**src/rtl/hpp_pkg.sv**
```systemverilog
// hpp_pkg: shared types and constants for the heater power to PWM converter.
// Used by hpp_div, hpp_ctrl, hpp_datapath and heater_power_to_pwm. No dependencies.
`timescale 1ns / 1ps
`default_nettype none
package hpp_pkg;

  // Widths of the shared divider
  localparam int DIVIDEND_W = 28;
  localparam int DIVISOR_W  = 20;
  localparam int DIV_CNT_W  = $clog2(DIVIDEND_W);

  // Multiplier operand and product widths
  localparam int MUL_A_W = 20;
  localparam int MUL_B_W = 10;
  localparam int MUL_P_W = MUL_A_W + MUL_B_W;

  // Limits and mode thresholds
  localparam logic [19:0] AVAIL_LIMIT      = 20'd1000000;
  localparam logic [19:0] UNKNOWN_R_POWER  = 20'd100;
  localparam int          MODE_MID         = 128;
  localparam int          MODE_TOL         = 16;
  localparam logic [7:0]  MODE_SLOW_ABOVE  = 8'(MODE_MID + MODE_TOL);
  localparam logic [7:0]  MODE_FAST_BELOW  = 8'(MODE_MID - MODE_TOL);

  // Configuration register indexes (word address)
  localparam logic [1:0] REG_POWER_PWM  = 2'd0;
  localparam logic [1:0] REG_TOTAL_PWM  = 2'd1;
  localparam logic [1:0] REG_TIP_RES    = 2'd2;

  typedef enum logic [3:0] {
    ST_IDLE,
    ST_SQUARE,
    ST_DIV_R,
    ST_WAIT_R,
    ST_SCALE,
    ST_DIV_TOTAL,
    ST_WAIT_TOTAL,
    ST_AVAIL,
    ST_DUTY_MUL,
    ST_DIV_AVAIL,
    ST_WAIT_AVAIL,
    ST_DUTY,
    ST_ACT_MUL,
    ST_DIV_PPWM,
    ST_WAIT_PPWM,
    ST_FINISH
  } state_t;

  typedef enum logic [3:0] {
    OP_NONE,
    OP_LOAD,
    OP_MUL_SQ,
    OP_DIV_R,
    OP_MUL_SCALE,
    OP_DIV_TOTAL,
    OP_SET_AVAIL,
    OP_MUL_DUTY,
    OP_DIV_AVAIL,
    OP_SET_DUTY,
    OP_MUL_ACT,
    OP_DIV_PPWM,
    OP_FINISH
  } op_t;

  typedef struct packed {
    op_t  op;
    logic in_ready;
  } hpp_cmd_t;

  typedef struct packed {
    logic div_done;
    logic out_room;
  } hpp_status_t;

endpackage
`default_nettype wire

```
**src/rtl/hpp_div.sv**
```systemverilog
// hpp_div: restoring divider, one quotient bit per cycle.
// Depends on hpp_pkg for operand widths.
`timescale 1ns / 1ps
`default_nettype none
module hpp_div (
  input  wire logic                           clk,
  input  wire logic                           rst,
  input  wire logic                           start,
  input  wire logic [hpp_pkg::DIVIDEND_W-1:0] dividend,
  input  wire logic [hpp_pkg::DIVISOR_W-1:0]  divisor,
  output logic                                done,
  output logic [hpp_pkg::DIVIDEND_W-1:0]      quotient
);
  import hpp_pkg::*;

  logic                  busy;
  logic [DIV_CNT_W-1:0]  cnt;
  logic [DIVISOR_W-1:0]  rem;
  logic [DIVISOR_W-1:0]  dvs;
  logic [DIVISOR_W:0]    shifted;
  logic [DIVISOR_W:0]    diff;
  logic                  take;
  logic [DIVISOR_W-1:0]  rem_next;

  always_comb begin
    shifted  = {rem, quotient[DIVIDEND_W-1]};
    take     = (shifted >= {1'b0, dvs});
    diff     = shifted - {1'b0, dvs};
    rem_next = take ? diff[DIVISOR_W-1:0] : shifted[DIVISOR_W-1:0];
  end

  always_ff @(posedge clk) begin
    if (rst) begin
      busy <= 1'b0;
      done <= 1'b0;
      cnt  <= '0;
    end else begin
      done <= 1'b0;
      if (start) begin
        busy <= 1'b1;
        cnt  <= DIV_CNT_W'(DIVIDEND_W - 1);
      end else if (busy) begin
        if (cnt == '0) begin
          busy <= 1'b0;
          done <= 1'b1;
        end else begin
          cnt <= cnt - 1'b1;
        end
      end
    end
  end

  // Payload: no reset needed
  always_ff @(posedge clk) begin
    if (start) begin
      rem      <= '0;
      quotient <= dividend;
      dvs      <= divisor;
    end else if (busy) begin
      rem      <= rem_next;
      quotient <= {quotient[DIVIDEND_W-2:0], take};
    end
  end

endmodule
`default_nettype wire

```
**src/rtl/hpp_ctrl.sv**
```systemverilog
// hpp_ctrl: sequencer that steps the datapath through one conversion.
// Depends on hpp_pkg for the state, command and status types.
`timescale 1ns / 1ps
`default_nettype none
module hpp_ctrl (
  input  wire logic                 clk,
  input  wire logic                 rst,
  input  wire logic                 in_valid,
  input  wire hpp_pkg::hpp_status_t status,
  output hpp_pkg::hpp_cmd_t         cmd
);
  import hpp_pkg::*;

  state_t state, state_next;

  always_ff @(posedge clk) begin
    if (rst) begin
      state <= ST_IDLE;
    end else begin
      state <= state_next;
    end
  end

  always_comb begin
    state_next   = state;
    cmd.op       = OP_NONE;
    cmd.in_ready = 1'b0;
    unique case (state)
      ST_IDLE: begin
        cmd.in_ready = 1'b1;
        if (in_valid) begin
          cmd.op     = OP_LOAD;
          state_next = ST_SQUARE;
        end
      end
      ST_SQUARE: begin
        cmd.op     = OP_MUL_SQ;
        state_next = ST_DIV_R;
      end
      ST_DIV_R: begin
        cmd.op     = OP_DIV_R;
        state_next = ST_WAIT_R;
      end
      ST_WAIT_R: begin
        if (status.div_done) state_next = ST_SCALE;
      end
      ST_SCALE: begin
        cmd.op     = OP_MUL_SCALE;
        state_next = ST_DIV_TOTAL;
      end
      ST_DIV_TOTAL: begin
        cmd.op     = OP_DIV_TOTAL;
        state_next = ST_WAIT_TOTAL;
      end
      ST_WAIT_TOTAL: begin
        if (status.div_done) state_next = ST_AVAIL;
      end
      ST_AVAIL: begin
        cmd.op     = OP_SET_AVAIL;
        state_next = ST_DUTY_MUL;
      end
      ST_DUTY_MUL: begin
        cmd.op     = OP_MUL_DUTY;
        state_next = ST_DIV_AVAIL;
      end
      ST_DIV_AVAIL: begin
        cmd.op     = OP_DIV_AVAIL;
        state_next = ST_WAIT_AVAIL;
      end
      ST_WAIT_AVAIL: begin
        if (status.div_done) state_next = ST_DUTY;
      end
      ST_DUTY: begin
        cmd.op     = OP_SET_DUTY;
        state_next = ST_ACT_MUL;
      end
      ST_ACT_MUL: begin
        cmd.op     = OP_MUL_ACT;
        state_next = ST_DIV_PPWM;
      end
      ST_DIV_PPWM: begin
        cmd.op     = OP_DIV_PPWM;
        state_next = ST_WAIT_PPWM;
      end
      ST_WAIT_PPWM: begin
        if (status.div_done) state_next = ST_FINISH;
      end
      ST_FINISH: begin
        cmd.op = OP_FINISH;
        if (status.out_room) state_next = ST_IDLE;
      end
      default: state_next = ST_IDLE;
    endcase
  end

endmodule
`default_nettype wire

```
**src/rtl/hpp_datapath.sv**
```systemverilog
// hpp_datapath: operand registers, shared multiplier, shared divider and result register.
// Depends on hpp_pkg and hpp_div.
`timescale 1ns / 1ps
`default_nettype none
module hpp_datapath (
  input  wire logic                 clk,
  input  wire logic                 rst,
  input  wire hpp_pkg::hpp_cmd_t    cmd,
  output hpp_pkg::hpp_status_t      status,
  input  wire logic [7:0]           power_pwm,
  input  wire logic [7:0]           total_pwm,
  input  wire logic [9:0]           tip_resistance_x10,
  input  wire logic [17:0]          requested_x10_watts,
  input  wire logic [9:0]           supply_x10_volts,
  output logic                      out_valid,
  input  wire logic                 out_ready,
  output logic [7:0]                duty_level,
  output logic                      fast_mode,
  output logic [19:0]               available_x10_watts,
  output logic [19:0]               actual_x10_watts
);
  import hpp_pkg::*;

  logic                  positive;
  logic [16:0]           raw;
  logic [9:0]            volts;
  logic [DIVIDEND_W-1:0] prod;
  logic [19:0]           avail;
  logic [7:0]            duty;
  logic                  mode_flag;

  logic [MUL_A_W-1:0]    mul_a;
  logic [MUL_B_W-1:0]    mul_b;
  logic [MUL_P_W-1:0]    mul_p;

  logic                  div_start;
  logic [DIVISOR_W-1:0]  div_dvs;
  logic                  div_done;
  logic [DIVIDEND_W-1:0] quo;

  logic [19:0]           avail_next;
  logic [7:0]            duty_next;
  logic [19:0]           actual_next;
  logic                  mode_next;
  logic                  load_out;

  // Operand select for the one multiplier
  always_comb begin
    mul_a = '0;
    mul_b = '0;
    unique case (cmd.op)
      OP_MUL_SQ: begin
        mul_a = MUL_A_W'(volts);
        mul_b = volts;
      end
      OP_MUL_SCALE: begin
        mul_a = quo[MUL_A_W-1:0];
        mul_b = MUL_B_W'(power_pwm);
      end
      OP_MUL_DUTY: begin
        mul_a = MUL_A_W'(raw);
        mul_b = MUL_B_W'(power_pwm);
      end
      OP_MUL_ACT: begin
        mul_a = avail;
        mul_b = MUL_B_W'(duty);
      end
      default: ;
    endcase
    mul_p = mul_a * mul_b;
  end

  // Divisor select; every division takes the product register as dividend
  always_comb begin
    div_start = 1'b0;
    div_dvs   = '0;
    unique case (cmd.op)
      OP_DIV_R: begin
        div_start = 1'b1;
        div_dvs   = DIVISOR_W'(tip_resistance_x10);
      end
      OP_DIV_TOTAL: begin
        div_start = 1'b1;
        div_dvs   = DIVISOR_W'(total_pwm);
      end
      OP_DIV_AVAIL: begin
        div_start = 1'b1;
        div_dvs   = avail;
      end
      OP_DIV_PPWM: begin
        div_start = 1'b1;
        div_dvs   = DIVISOR_W'(power_pwm);
      end
      default: ;
    endcase
  end

  hpp_div u_div (
    .clk      (clk),
    .rst      (rst),
    .start    (div_start),
    .dividend (prod),
    .divisor  (div_dvs),
    .done     (div_done),
    .quotient (quo)
  );

  // Special cases and clamps on the quotient
  always_comb begin
    if (tip_resistance_x10 == '0) begin
      avail_next = UNKNOWN_R_POWER;
    end else if (total_pwm == '0) begin
      avail_next = AVAIL_LIMIT;
    end else if (quo > DIVIDEND_W'(AVAIL_LIMIT)) begin
      avail_next = AVAIL_LIMIT;
    end else begin
      avail_next = quo[19:0];
    end

    if (!positive) begin
      duty_next = '0;
    end else if (avail == '0) begin
      duty_next = power_pwm;
    end else if (quo > DIVIDEND_W'(power_pwm)) begin
      duty_next = power_pwm;
    end else begin
      duty_next = quo[7:0];
    end

    if (power_pwm == '0) begin
      actual_next = '0;
    end else if (quo > DIVIDEND_W'(AVAIL_LIMIT)) begin
      actual_next = AVAIL_LIMIT;
    end else begin
      actual_next = quo[19:0];
    end

    // Hysteresis: drop to slow PWM high up, return to fast PWM low down
    mode_next = mode_flag;
    if (duty > MODE_SLOW_ABOVE && mode_flag) begin
      mode_next = 1'b0;
    end else if (duty < MODE_FAST_BELOW && !mode_flag) begin
      mode_next = 1'b1;
    end
  end

  assign status.div_done = div_done;
  assign status.out_room = !out_valid || out_ready;
  assign load_out        = (cmd.op == OP_FINISH) && status.out_room;

  always_ff @(posedge clk) begin
    if (rst) begin
      out_valid <= 1'b0;
      mode_flag <= 1'b1;
    end else begin
      if (load_out) begin
        out_valid <= 1'b1;
        mode_flag <= mode_next;
      end else if (out_ready) begin
        out_valid <= 1'b0;
      end
    end
  end

  always_ff @(posedge clk) begin
    unique case (cmd.op)
      OP_LOAD: begin
        raw      <= requested_x10_watts[16:0];
        positive <= (requested_x10_watts != '0) && !requested_x10_watts[17];
        volts    <= supply_x10_volts;
      end
      OP_MUL_SQ, OP_MUL_SCALE, OP_MUL_DUTY, OP_MUL_ACT: prod <= mul_p[DIVIDEND_W-1:0];
      OP_SET_AVAIL: avail <= avail_next;
      OP_SET_DUTY:  duty  <= duty_next;
      default: ;
    endcase
    if (load_out) begin
      duty_level          <= duty;
      fast_mode           <= mode_next;
      available_x10_watts <= avail;
      actual_x10_watts    <= actual_next;
    end
  end

endmodule
`default_nettype wire

```
**src/rtl/heater_power_to_pwm.sv**
```systemverilog
// heater_power_to_pwm: top level with the stream ports and the configuration registers.
// Depends on hpp_pkg, hpp_ctrl and hpp_datapath.
`timescale 1ns / 1ps
`default_nettype none
// Converts a requested heater power and a measured supply voltage into a PWM duty
// count. Available power is supply^2 / tip_resistance_x10 * power_pwm / total_pwm,
// saturating at 1000000 (fixed at 100 when the resistance is zero). Duty is
// power_pwm * request / available, clamped at power_pwm; a request of zero or less
// gives duty 0. A fast/slow PWM flag with hysteresis (slow above 144, fast below 112)
// resets to fast. Each item runs four divisions one after another through
// a single restoring divider that retires one quotient bit per cycle over a
// 28-bit dividend, with steps for the shared multiplier and the clamps in
// between. One item is worked on at a time; a new beat is accepted as
// soon as the previous result sits in the output register, even while that result
// still waits for m_tready. Configuration registers sit at byte addresses 0, 4 and 8
// and should be written only while the block is idle.
module heater_power_to_pwm (
  input  wire logic        clk,
  input  wire logic        rst,
  // Input stream
  input  wire logic        s_tvalid,
  output logic             s_tready,
  input  wire logic [31:0] s_tdata,   // [17:0] requested_x10_watts, [27:18] supply_x10_volts
  // Result stream
  output logic             m_tvalid,
  input  wire logic        m_tready,
  output logic [55:0]      m_tdata,   // [7:0] duty_level, [8] fast_mode,
                                      // [28:9] available_x10_watts, [48:29] actual_x10_watts
  // Configuration port
  input  wire logic        psel,
  input  wire logic        penable,
  input  wire logic        pwrite,
  input  wire logic [3:0]  paddr,
  input  wire logic [31:0] pwdata,
  output logic [31:0]      prdata,
  output logic             pready
);
  import hpp_pkg::*;

  logic [7:0]  power_pwm;
  logic [7:0]  total_pwm;
  logic [9:0]  tip_resistance_x10;
  logic        cfg_wr;

  hpp_cmd_t    cmd;
  hpp_status_t status;

  logic [7:0]  duty_level;
  logic        fast_mode;
  logic [19:0] available_x10_watts;
  logic [19:0] actual_x10_watts;

  // Config writes complete in the access cycle; no wait states
  assign pready = 1'b1;
  assign cfg_wr = psel && penable && pwrite && pready;

  always_ff @(posedge clk) begin
    if (rst) begin
      power_pwm          <= 8'd244;
      total_pwm          <= 8'd255;
      tip_resistance_x10 <= 10'd80;
    end else if (cfg_wr) begin
      unique case (paddr[3:2])
        REG_POWER_PWM: power_pwm          <= pwdata[7:0];
        REG_TOTAL_PWM: total_pwm          <= pwdata[7:0];
        REG_TIP_RES:   tip_resistance_x10 <= pwdata[9:0];
        default: ;  // drop writes past the last register
      endcase
    end
  end

  always_comb begin
    unique case (paddr[3:2])
      REG_POWER_PWM: prdata = {24'd0, power_pwm};
      REG_TOTAL_PWM: prdata = {24'd0, total_pwm};
      REG_TIP_RES:   prdata = {22'd0, tip_resistance_x10};
      default:       prdata = '0;
    endcase
  end

  // Sequencer: accepts a beat in its idle state, then walks the datapath steps
  hpp_ctrl u_ctrl (
    .clk      (clk),
    .rst      (rst),
    .in_valid (s_tvalid),
    .status   (status),
    .cmd      (cmd)
  );

  assign s_tready = cmd.in_ready;

  hpp_datapath u_dp (
    .clk                 (clk),
    .rst                 (rst),
    .cmd                 (cmd),
    .status              (status),
    .power_pwm           (power_pwm),
    .total_pwm           (total_pwm),
    .tip_resistance_x10  (tip_resistance_x10),
    .requested_x10_watts (s_tdata[17:0]),
    .supply_x10_volts    (s_tdata[27:18]),
    .out_valid           (m_tvalid),
    .out_ready           (m_tready),
    .duty_level          (duty_level),
    .fast_mode           (fast_mode),
    .available_x10_watts (available_x10_watts),
    .actual_x10_watts    (actual_x10_watts)
  );

  // Pack the result beat, first field lowest, pad to whole bytes
  assign m_tdata = {7'd0, actual_x10_watts, available_x10_watts, fast_mode, duty_level};

endmodule
`default_nettype wire
```
**config.mk**
```make
export PLATFORM = sky130hd
export DESIGN_NAME = heater_power_to_pwm
export DESIGN_NICKNAME = d
export VERILOG_FILES = /design/src/rtl/hpp_pkg.sv /design/src/rtl/hpp_div.sv /design/src/rtl/hpp_ctrl.sv /design/src/rtl/hpp_datapath.sv /design/src/rtl/heater_power_to_pwm.sv
export SDC_FILE = /design/constraint.sdc
export NUM_CORES = 1
export LEC_CHECK = 0
export BUFFER_PORTS_ARGS = -buffer_cell sky130_fd_sc_hd__buf_2
export CAP_MARGIN = 40
export CORE_AREA = 2 2 172 259
export DETAILED_ROUTE_END_ITERATION = 6
export DIE_AREA = 0 0 174 261
export PLACE_DENSITY_LB_ADDON = 0.3
export SYNTH_ARGS = -nofsm -noshare
export SYNTH_HDL_FRONTEND = slang
export SYNTH_SLANG_ARGS = --single-unit
```
**constraint.sdc**
```tcl
create_clock -name clk -period 8.3 [get_ports clk]
set_input_delay 0.415 -clock clk [delete_from_list [all_inputs] [get_ports clk]]
set_output_delay 0.415 -clock clk [all_outputs]
set_load 0.005 [all_outputs]
```
### Yosys cells after proc, flatten, opt, wreduce, memory -nomap -nowiden

Cells that the tools add are included.

| word-level totals | value |
|---|---|
| bits in registers | 240 |
| input bits | 75 |
| word-level logic and storage cells | 135 |

| cells by class | value |
|---|---|
| $add $sub $neg | 2 |
| multiply operators | 1 |
| order comparisons | 5 |
| equality and inequality tests | 36 |
| mux-type cells | 33 |
| bitwise gates (word level) | 2 |
| reduce and logical (&&, ||, !) cells | 32 |

Operators with widths:

| kind | count |
|---|---|
| 20-bit one-hot mux with 4 select lines | 2 |
| 4-bit one-hot mux with 16 select lines | 1 |
| 20-bit two-way mux | 3 |
| 10-bit one-hot mux with 3 select lines | 2 |
| 28-bit two-way mux | 2 |
| 4-bit equality test (second input constant) | 13 |
| 4-bit one-hot mux with 12 select lines | 1 |
| 4-bit by 3-bit equality test with 1-bit output (second input constant) | 8 |
| 28-bit by 20-bit > comparator with 1-bit output (second input constant) | 1 |
| 28-bit by 8-bit > comparator with 1-bit output | 1 |
| 20-bit by 10-bit multiplier with 28-bit output | 1 |
| 4-bit two-way mux | 6 |
| 21-bit by 20-bit greater-or-equal comparator with 1-bit output | 1 |
| 20-bit zero test | 1 |
| 20-bit subtractor | 1 |
| 18-bit nonzero test | 1 |
| 4-bit by 2-bit equality test with 1-bit output (second input constant) | 4 |
| 8-bit zero test | 2 |
| 8-bit two-way mux | 2 |
| 5-bit two-way mux | 3 |
| 2-bit by 1-bit inequality test with 1-bit output (second input constant) | 6 |
| 1-bit two-way mux | 11 |
| 10-bit zero test | 1 |
| 2-bit AND reduction | 5 |
| 19 further kinds | 32 |

### Depth between registers and ports, before layout

Gate-level depths: netlist of run 1.

| logic depth | value |
|---|---|
| depth after elaboration | 7 |
| mapped depth | 29 |
| gate-level depth less buffers | 26 |

### By module

From an unflattened synthesis of run 1, not the netlist that was laid out.

| second synthesis, totals | value |
|---|---|
| cell total of the unflattened synthesis | 1737 |
| area total of the unflattened synthesis | 17727.0 um^2 |

Modules (own cells, without submodules):

| module | times used | cells each | area an instance (um^2) | sequential area each (um^2) |
|---|---|---|---|---|
| hpp_datapath | 1 | 1148 | 11750.0 | 4033.9 |
| hpp_div | 1 | 368 | 4051.4 | 1981.9 |
| heater_power_to_pwm | 1 | 168 | 1500.2 | 520.5 |
| hpp_ctrl | 1 | 53 | 425.4 | 80.1 |

### Worst setup path before layout of run 1

No wires, ideal clock.

| path | value |
|---|---|
| path kind | register -> register |
| start point | reg u_ctrl.state[1] |
| end point | reg u_dp.prod[26] (data pin) |
| arrival time | 6523 ps |
| data required time | 8042 ps |
| slack | 1519 ps |
| cell stages (with the launch flop) | 27 |
| buffers on the path | 3 |
| period minus slack after synthesis | 6781 ps |
| cells stage by stage | dfxtp_1 > nand2b_1 > nor2_1 > clkbuf_1 > clkbuf_1 > nand2_1 > nand3_1 > clkbuf_1 > nand2_1 > fa_1 > inv_1 > fa_1 > fa_1 > fa_1 > inv_1 > fa_1 > inv_1 > ha_1 > a21oi_1 > nand2_1 > a21oi_1 > o211ai_1 > o41a_1 > a221oi_4 > o21ai_1 > a21oi_1 > xnor2_1 |

| between the ends | value |
|---|---|
| longest elaborated chain between the ends | 6 |
| elaborated cells between the ends (all ways) | 21 |

RTL lines:

| item | line | text |
|---|---|---|
| start, declared | hpp_ctrl.sv:14 | `state_t state, state_next;` |
| start signal, assigned | hpp_ctrl.sv:20 | `state <= state_next;` |
| 4-bit equality test, or another cell as far along | hpp_ctrl.sv:28 | `unique case (state)` |
| 4-bit one-hot mux with 12 select lines (*) | hpp_ctrl.sv:28 |  |
| 4-bit by 3-bit equality test with 1-bit output | hpp_datapath.sv:51 | `unique case (cmd.op)` |
| 2-bit OR reduction (no line) | - |  |
| 10-bit one-hot mux with 3 select lines | hpp_datapath.sv:51 |  |
| 20-bit by 10-bit multiplier with 28-bit output (*) | hpp_datapath.sv:70 | `mul_p = mul_a * mul_b;` |
| named net u_dp.mul_p[26] | hpp_datapath.sv:34 | `logic [MUL_P_W-1:0] mul_p;` |
| end signal, assigned | hpp_datapath.sv:172 | `OP_MUL_SQ, OP_MUL_SCALE, OP_MUL_DUTY, OP_MUL_ACT: prod <= mul_p[DIVIDEND_W-1:0];` |
| end, declared | hpp_datapath.sv:27 | `logic [DIVIDEND_W-1:0] prod;` |

Mark *: on every way through the listed nets, which the timed path passes. The rest lies on a longest branch.
A chain may end at the register's enable or synchronous reset.

### Worst setup path after layout of run 1

| path | value |
|---|---|
| start point | reg u_ctrl.state[1] |
| end point | reg u_dp.prod[25] (data pin) |

The elaborated chain is that of the path after synthesis.

==> impl_metrics.json, run 1 <==
{
  "status": "complete, but fails checks",
  "violations": "DRC",
  "final-hold-violation-count": 0,
  "cts.sinks": 240,
  "cp_num_buf_inv": 2,
  "synthToLayoutAreaGrowth_pct": 12.0,
  "io_pins": 166,
  "vias_per_cell": 5.32,
  "final.min_clock_period_ps": 7530,
  "place.gp.congestion": 0.941,
  "final_nets": 2168,
  "cp.arrival_ps": 7820,
  "die_height_um": 261,
  "synth.yosys.seq_area_share": 0.387,
  "powerDensity_nw_per_um2": 271,
  "synthArstFlopShare": 0,
  "rows": 94,
  "clk_latency_ps": 550,
  "fin_tns_setup_ps": 0,
  "hpwlAfterDp_um": 41000,
  "whs_path_depth": 1,
  "cts_resized": 0,
  "rrSetupSlack_ps": 770,
  "maxCapViolCount": 0,
  "layoutNonFillerInstCount": 2459,
  "worstMarginPinSlew_ps": 839,
  "regArea_um2": 6620,
  "min_to": "u_dp.volts[5]$_DFFE_PN_",
  "finClkSkew_ps": 26.1,
  "ys_types": 68,
  "p_sw_frac": 0.412,
  "cts_buffers": 24,
  "p_int_mw": 3.05,
  "post_route_cells_drive_above_1_share": 0.106,
  "num-fill-cells": 4270,
  "syn_area_um2": 17100,
  "antenna_left": 0,
  "wl_um": 51500,
  "combinationalPowerShare": 0.422,
  "hold_start": "s_tdata[23]",
  "overflow": 0,
  "port-buffer-count": 107,
  "antenna_found_initial": 0,
  "placed_cells": 2415,
  "startpoint_type": "flip-flop",
  "vias": 13100,
  "ir_worst_vdd_uv": 150,
  "hp-class": "input pin to flip-flop",
  "core_um2": 43300,
  "multi_input_area_um2": 9510,
  "r2r_start": "u_ctrl.state[1]$_SDFFE_PP0P_",
  "synthCells": 1743,
  "synth_area_per_cell_um2": 9.81,
  "slowest_stage": "and3_1",
  "dp_slack_ps": 816,
  "mostFrequentLayoutCells": "303 x nand2_1, 181 x inv_1, 181 x edfxtp_1, 142 x fa_1, 139 x nor2_1",
  "switchingPower_mw": 2.14,
  "setup_viol": 0,
  "ys.flop_type": "edfxtp_1",
  "cp_max_fo": 15,
  "final_common_cell": "nand2_1",
  "rsz0062_at_grt": "false",
  "synth_edf_count": 181,
  "path_cells": "nand2b_1, nor3_2, or2_1, nand2_1, and3_1, nor2_1, fa_1, inv_1, fa_1, fa_1, fa_1, inv_1, fa_1, ha_1, a21o_1, or3_1, o311ai_1, o211ai_1, nand4_1, nand2b_1, a21oi_1, o21ai_0, xor2_1",
  "routedWlPerCell_um": 21.0,
  "max_freq_ghz": 0.133,
  "die_area_um2": 45400,
  "power_frac_seq": 0.365,
  "ys_ff_latch": 240,
  "power_leakage_nw": 8.41,
  "slew_viol_final": 0,
  "critPathMaxStageDelay_ps": 650,
  "grtUsageTotal": 0.227,
  "path_clk_slew_ps": 70,
  "diodes": 0,
  "cts-htree-levels": 1,
  "holdBufCountCts": 0,
  "setup_ws_ps": 768,
  "regToRegEndpoint": "u_dp.prod[25]$_DFFE_PN_",
  "rr_worst_depth": 23,
  "p_clk_frac": 0.213,
  "slew_headroom": 0.439,
  "path_class": "flip-flop to flip-flop",
  "grt_pass1_vias": 13600,
  "cp-end-kind": "flip-flop",
  "grt_start_max_net_pins": 55,
  "cts_root_buffer": "clkbuf_16",
  "cts_tree": "yes",
  "cp.required_ps": 8590,
  "cp_common_cell": "fa_1",
  "grt_pass1_wl_um": 77800,
  "initial_core_util": 0.395,
  "drtPass1Iterations": 7,
  "drc": 1,
  "finalCritPeriodShare": 0.907,
  "clock_path_buffers": 3,
  "post_cts_buffers": 0,
  "die_x_um": 174,
  "crit_family": "adder cells",
  "yosys_warnings": 0,
  "drtIter0Drc": 931
}
-- Yosys cell counts, types with 20 or more instances --
cell	number	share of area
a21oi_1	71	0.021
a22oi_1	30	0.013
and2_1	47	0.017
and3_1	20	0.0073
buf_4	31	0.014
clkbuf_1	56	0.012
dfxtp_1	59	0.069
edfxtp_1	181	0.32
fa_1	142	0.17
ha_1	86	0.063
inv_1	181	0.040
mux2i_1	22	0.013
nand2_1	303	0.066
nand2b_1	21	0.0077
nand3_1	36	0.011
nor2_1	140	0.031
nor4_1	22	0.0080
o21ai_0	55	0.016
xnor2_1	35	0.018
-- sequential cells by signal (all words and copies together), names as in the netlist, 4 cells and up --
name and flops:
u_ctrl.state 4, u_dp.u_div.rem 20, u_dp.prod 28, u_dp.actual_x10_watts 20
u_dp.volts 10, u_dp.duty_level 8, u_dp.u_div.cnt 5, u_dp.avail 20
u_dp.duty 8, tip_resistance_x10 10, u_dp.u_div.dvs 20, total_pwm 8
power_pwm 8, u_dp.raw 17, u_dp.u_div.quotient 28, u_dp.available_x10_watts 20
-- routing by layer --
metal | vias to the layer above | track usage | part of all wire
met1 | 6416 | 0.219 | 0.32
li1 | 6042 | - | -
met2 | 458 | 0.437 | 0.54
met5 | - | 0 | 0
met4 | 0 | 0.171 | 0.085
met3 | 176 | 0.0315 | 0.048
-- worst max path at each step --
stage                                       from                       to  slack (ps)  depth (start not counted)
floorplan           u_ctrl.state[1]$_SDFFE_PP0P_  u_dp.prod[26]$_DFFE_PN_        1520                         26
global placement    u_ctrl.state[1]$_SDFFE_PP0P_  u_dp.prod[27]$_DFFE_PN_         880                         23
detailed placement  u_ctrl.state[1]$_SDFFE_PP0P_  u_dp.prod[27]$_DFFE_PN_         820                         23
CTS                 u_ctrl.state[1]$_SDFFE_PP0P_  u_dp.prod[27]$_DFFE_PN_         810                         23
global route        u_ctrl.state[1]$_SDFFE_PP0P_  u_dp.prod[27]$_DFFE_PN_         390                         23
finish              u_ctrl.state[1]$_SDFFE_PP0P_  u_dp.prod[25]$_DFFE_PN_         770                         23
-- metrics by stage --
stage | power [mW] | hold WS, ps | area (um2) | utilization
detailed placement | 4.10 | 462 | 18400 | 0.424
CTS | 5.21 | 43.1 | 19200 | 0.443
global route | 5.51 | 50.7 | 19200 | 0.443
floorplan | 3.32 | 446 | 17300 | -
finish | 5.19 | 57.2 | 19200 | 0.443
global placement | 4.03 | 461 | 18300 | 0.424
-- power by group through the flow --
stage	logic (mW)	registers [mW]	clock network, mW
2_1_floorplan	1.53	1.79	0
3_3_place_gp	2.12	1.91	0
3_5_place_dp	2.18	1.91	0
4_1_cts	2.19	1.89	1.13
5_1_grt	2.43	1.91	1.17
6_report	2.19	1.89	1.11
-- layout make-up --
cell class	count	area share
well taps	576	0.0376
inverters	182	0.0357
clock buffers	33	0.0336
repair buffers	147	0.0439
flip-flops and latches	240	0.345
clock inverters	11	0.00758
multi-input cells	1270	0.496
-- cells by family (layout without fill, tap and decap cells) --
logic type      count (synthesis)  in the layout  synth area share
simple gates                  667            667             0.179
fa+ha+maj                     228            228             0.229
buf+inv                       278            373            0.0689
xor+xnor                       46             46            0.0236
other cells                     2             47          0.000439
compound gates                260            260            0.0991
mux                            22             22            0.0129
flops                         240            240             0.387
Power figures use the tool's default switching activity.
==> run 2: changes to the inputs <==
- PLACE_DENSITY_LB_ADDON: 0.3 -> unset
- REMOVE_ABC_BUFFERS: unset -> 1
==> run 2 against run 1 <==
Effect of this change:
- the run now ends clean
- non-clock buffer count fell by 6
- fmax shrank 0.82%
- design area grew 0.54%
- critical endpoint is now u_dp.prod[26]$_DFFE_PN_
- highest routed layer unchanged
- sequential share of layout area shrank 0.18 points
- worst setup slack lost 62 ps
- largest cell class unchanged
- flip-flop and latch count stayed put
==> impl_metrics.json, run 2 (same netlist as run 1, synthesis figures left out) <==
{
  "antenna_left": 0,
  "final.min_clock_period_ps": 7590,
  "grt_pass1_vias": 13500,
  "num-fill-cells": 4179,
  "maxCapViolCount": 0,
  "rsz0062_at_grt": "false",
  "top_regs": "u_dp.prod x28, u_dp.u_div.quotient x28",
  "synthToLayoutAreaGrowth_pct": 12.6,
  "port-buffer-count": 107,
  "place.gp.congestion": 0.978,
  "drc": 0,
  "path_cells": "nand2b_1, nor3_2, or2_1, nand2_1, and3_1, nor2_1, fa_1, fa_1, fa_1, fa_1, inv_1, fa_1, inv_1, ha_1, a21oi_1, nand2_1, a21oi_1, o211ai_1, o41a_1, a221oi_4, o21ai_1, a21oi_1, xnor2_1",
  "overflow": 0,
  "grtUsageTotal": 0.224,
  "cts-htree-levels": 1,
  "hp-class": "input pin to flip-flop",
  "grt_start_max_net_pins": 55,
  "clk_latency_ps": 570,
  "cts_root_buffer": "clkbuf_16",
  "core_um2": 43300,
  "power_leakage_nw": 8.47,
  "critPathMaxStageDelay_ps": 660,
  "mostFrequentLayoutCells": "303 x nand2_1, 183 x inv_1, 181 x edfxtp_1, 142 x fa_1, 139 x nor2_1",
  "setup_ws_ps": 706,
  "slew_viol_final": 0,
  "slew_headroom": 0.414,
  "cts_tree": "yes",
  "cp.required_ps": 8620,
  "cp.arrival_ps": 7910,
  "finalCritPeriodShare": 0.915,
  "post_route_cells_drive_above_1_share": 0.109,
  "io_pins": 166,
  "cp_max_fo": 15,
  "cts_buffers": 27,
  "dp_slack_ps": 773,
  "slowest_stage": "and3_1",
  "final-hold-violation-count": 0,
  "max_freq_ghz": 0.132,
  "final_nets": 2165,
  "cts_resized": 0,
  "hpwlAfterDp_um": 40400,
  "powerDensity_nw_per_um2": 275,
  "cp-end-kind": "flip-flop",
  "crit_family": "adder cells",
  "totalPowerFinal_mw": 5.30,
  "finClkSkew_ps": 19.9,
  "cp_common_cell": "fa_1",
  "drtIter0Drc": 878,
  "setup_viol": 0,
  "wl_um": 50300,
  "fin_tns_setup_ps": 0,
  "rrSetupSlack_ps": 710,
  "die_height_um": 261,
  "path_class": "flip-flop to flip-flop",
  "clock_path_buffers": 3,
  "holdBufCountCts": 0,
  "drtPass1Iterations": 5,
  "cts.sinks": 240,
  "grt_pass1_wl_um": 77400,
  "status": "finished, final reports clean",
  "cp_num_buf_inv": 2,
  "startpoint_type": "flip-flop",
  "die_area_um2": 45400,
  "vias_per_cell": 5.29,
  "path_clk_slew_ps": 60,
  "final_common_cell": "nand2_1",
  "post_cts_buffers": 0,
  "worstMarginPinSlew_ps": 877,
  "vias": 13000,
  "rows": 94,
  "ir_worst_vdd_uv": 166,
  "antenna_found_initial": 1,
  "routedWlPerCell_um": 20.5,
  "initial_core_util": 0.395,
  "die_x_um": 174
}
[run 2: path summary, 6_finish.rpt]
kind,startpoint,end,cells after the start
min reg2reg,u_dp.u_div.rem[19]$_SDFFE_PN0P_,u_dp.u_div.rem[19]$_SDFFE_PN0P_,2
min,s_tdata[20],u_dp.volts[2]$_DFFE_PN_,1
max,u_ctrl.state[1]$_SDFFE_PP0P_,u_dp.prod[26]$_DFFE_PN_,23
max reg2reg,u_ctrl.state[1]$_SDFFE_PP0P_,u_dp.prod[26]$_DFFE_PN_,23
[run 2: per-stage QoR]
step           std cells  utilization  hold slack (ps)  cell area (um2)
2_1_floorplan       1692            -              447            16800
4_1_cts             2459        0.445             8.60            19300
5_1_grt             2460        0.445             20.1            19300
3_5_place_dp        2409        0.423              481            18300
6_report            2460        0.445             34.4            19300
3_3_place_gp        2404        0.422              462            18300
[run 2: layer usage]
| layer | wire [um] | up-vias | global-route usage |
|---|---|---|---|
| met5 | 0 | - | 0 |
| met1 | 16800 | 6344 | 0.227 |
| met4 | 3420 | 0 | 0.141 |
| met3 | 2490 | 163 | 0.0276 |
| met2 | 27600 | 463 | 0.433 |
| li1 | - | 6036 | - |
[run 2: final cells by class]
| class | instances | area (um2) | area share |
|---|---|---|---|
| flip-flops and latches | 240 | 6620 | 0.344 |
| inverters | 182 | 683 | 0.0355 |
| well taps | 576 | 721 | 0.0374 |
| clock inverters | 19 | 179 | 0.00929 |
| multi-input cells | 1270 | 9510 | 0.494 |
| repair buffers | 141 | 797 | 0.0414 |
| clock buffers | 31 | 754 | 0.0392 |
| diodes | 1 | 2.50 | 0.000130 |
[run 2: power by group]
part	switching [mW]	total [mW]	internal (mW)	leakage, nW
Sequential	0.277	1.93	1.65	2.14
Combinational	1.40	2.14	0.743	5.86
Clock	0.526	1.23	0.701	0.463
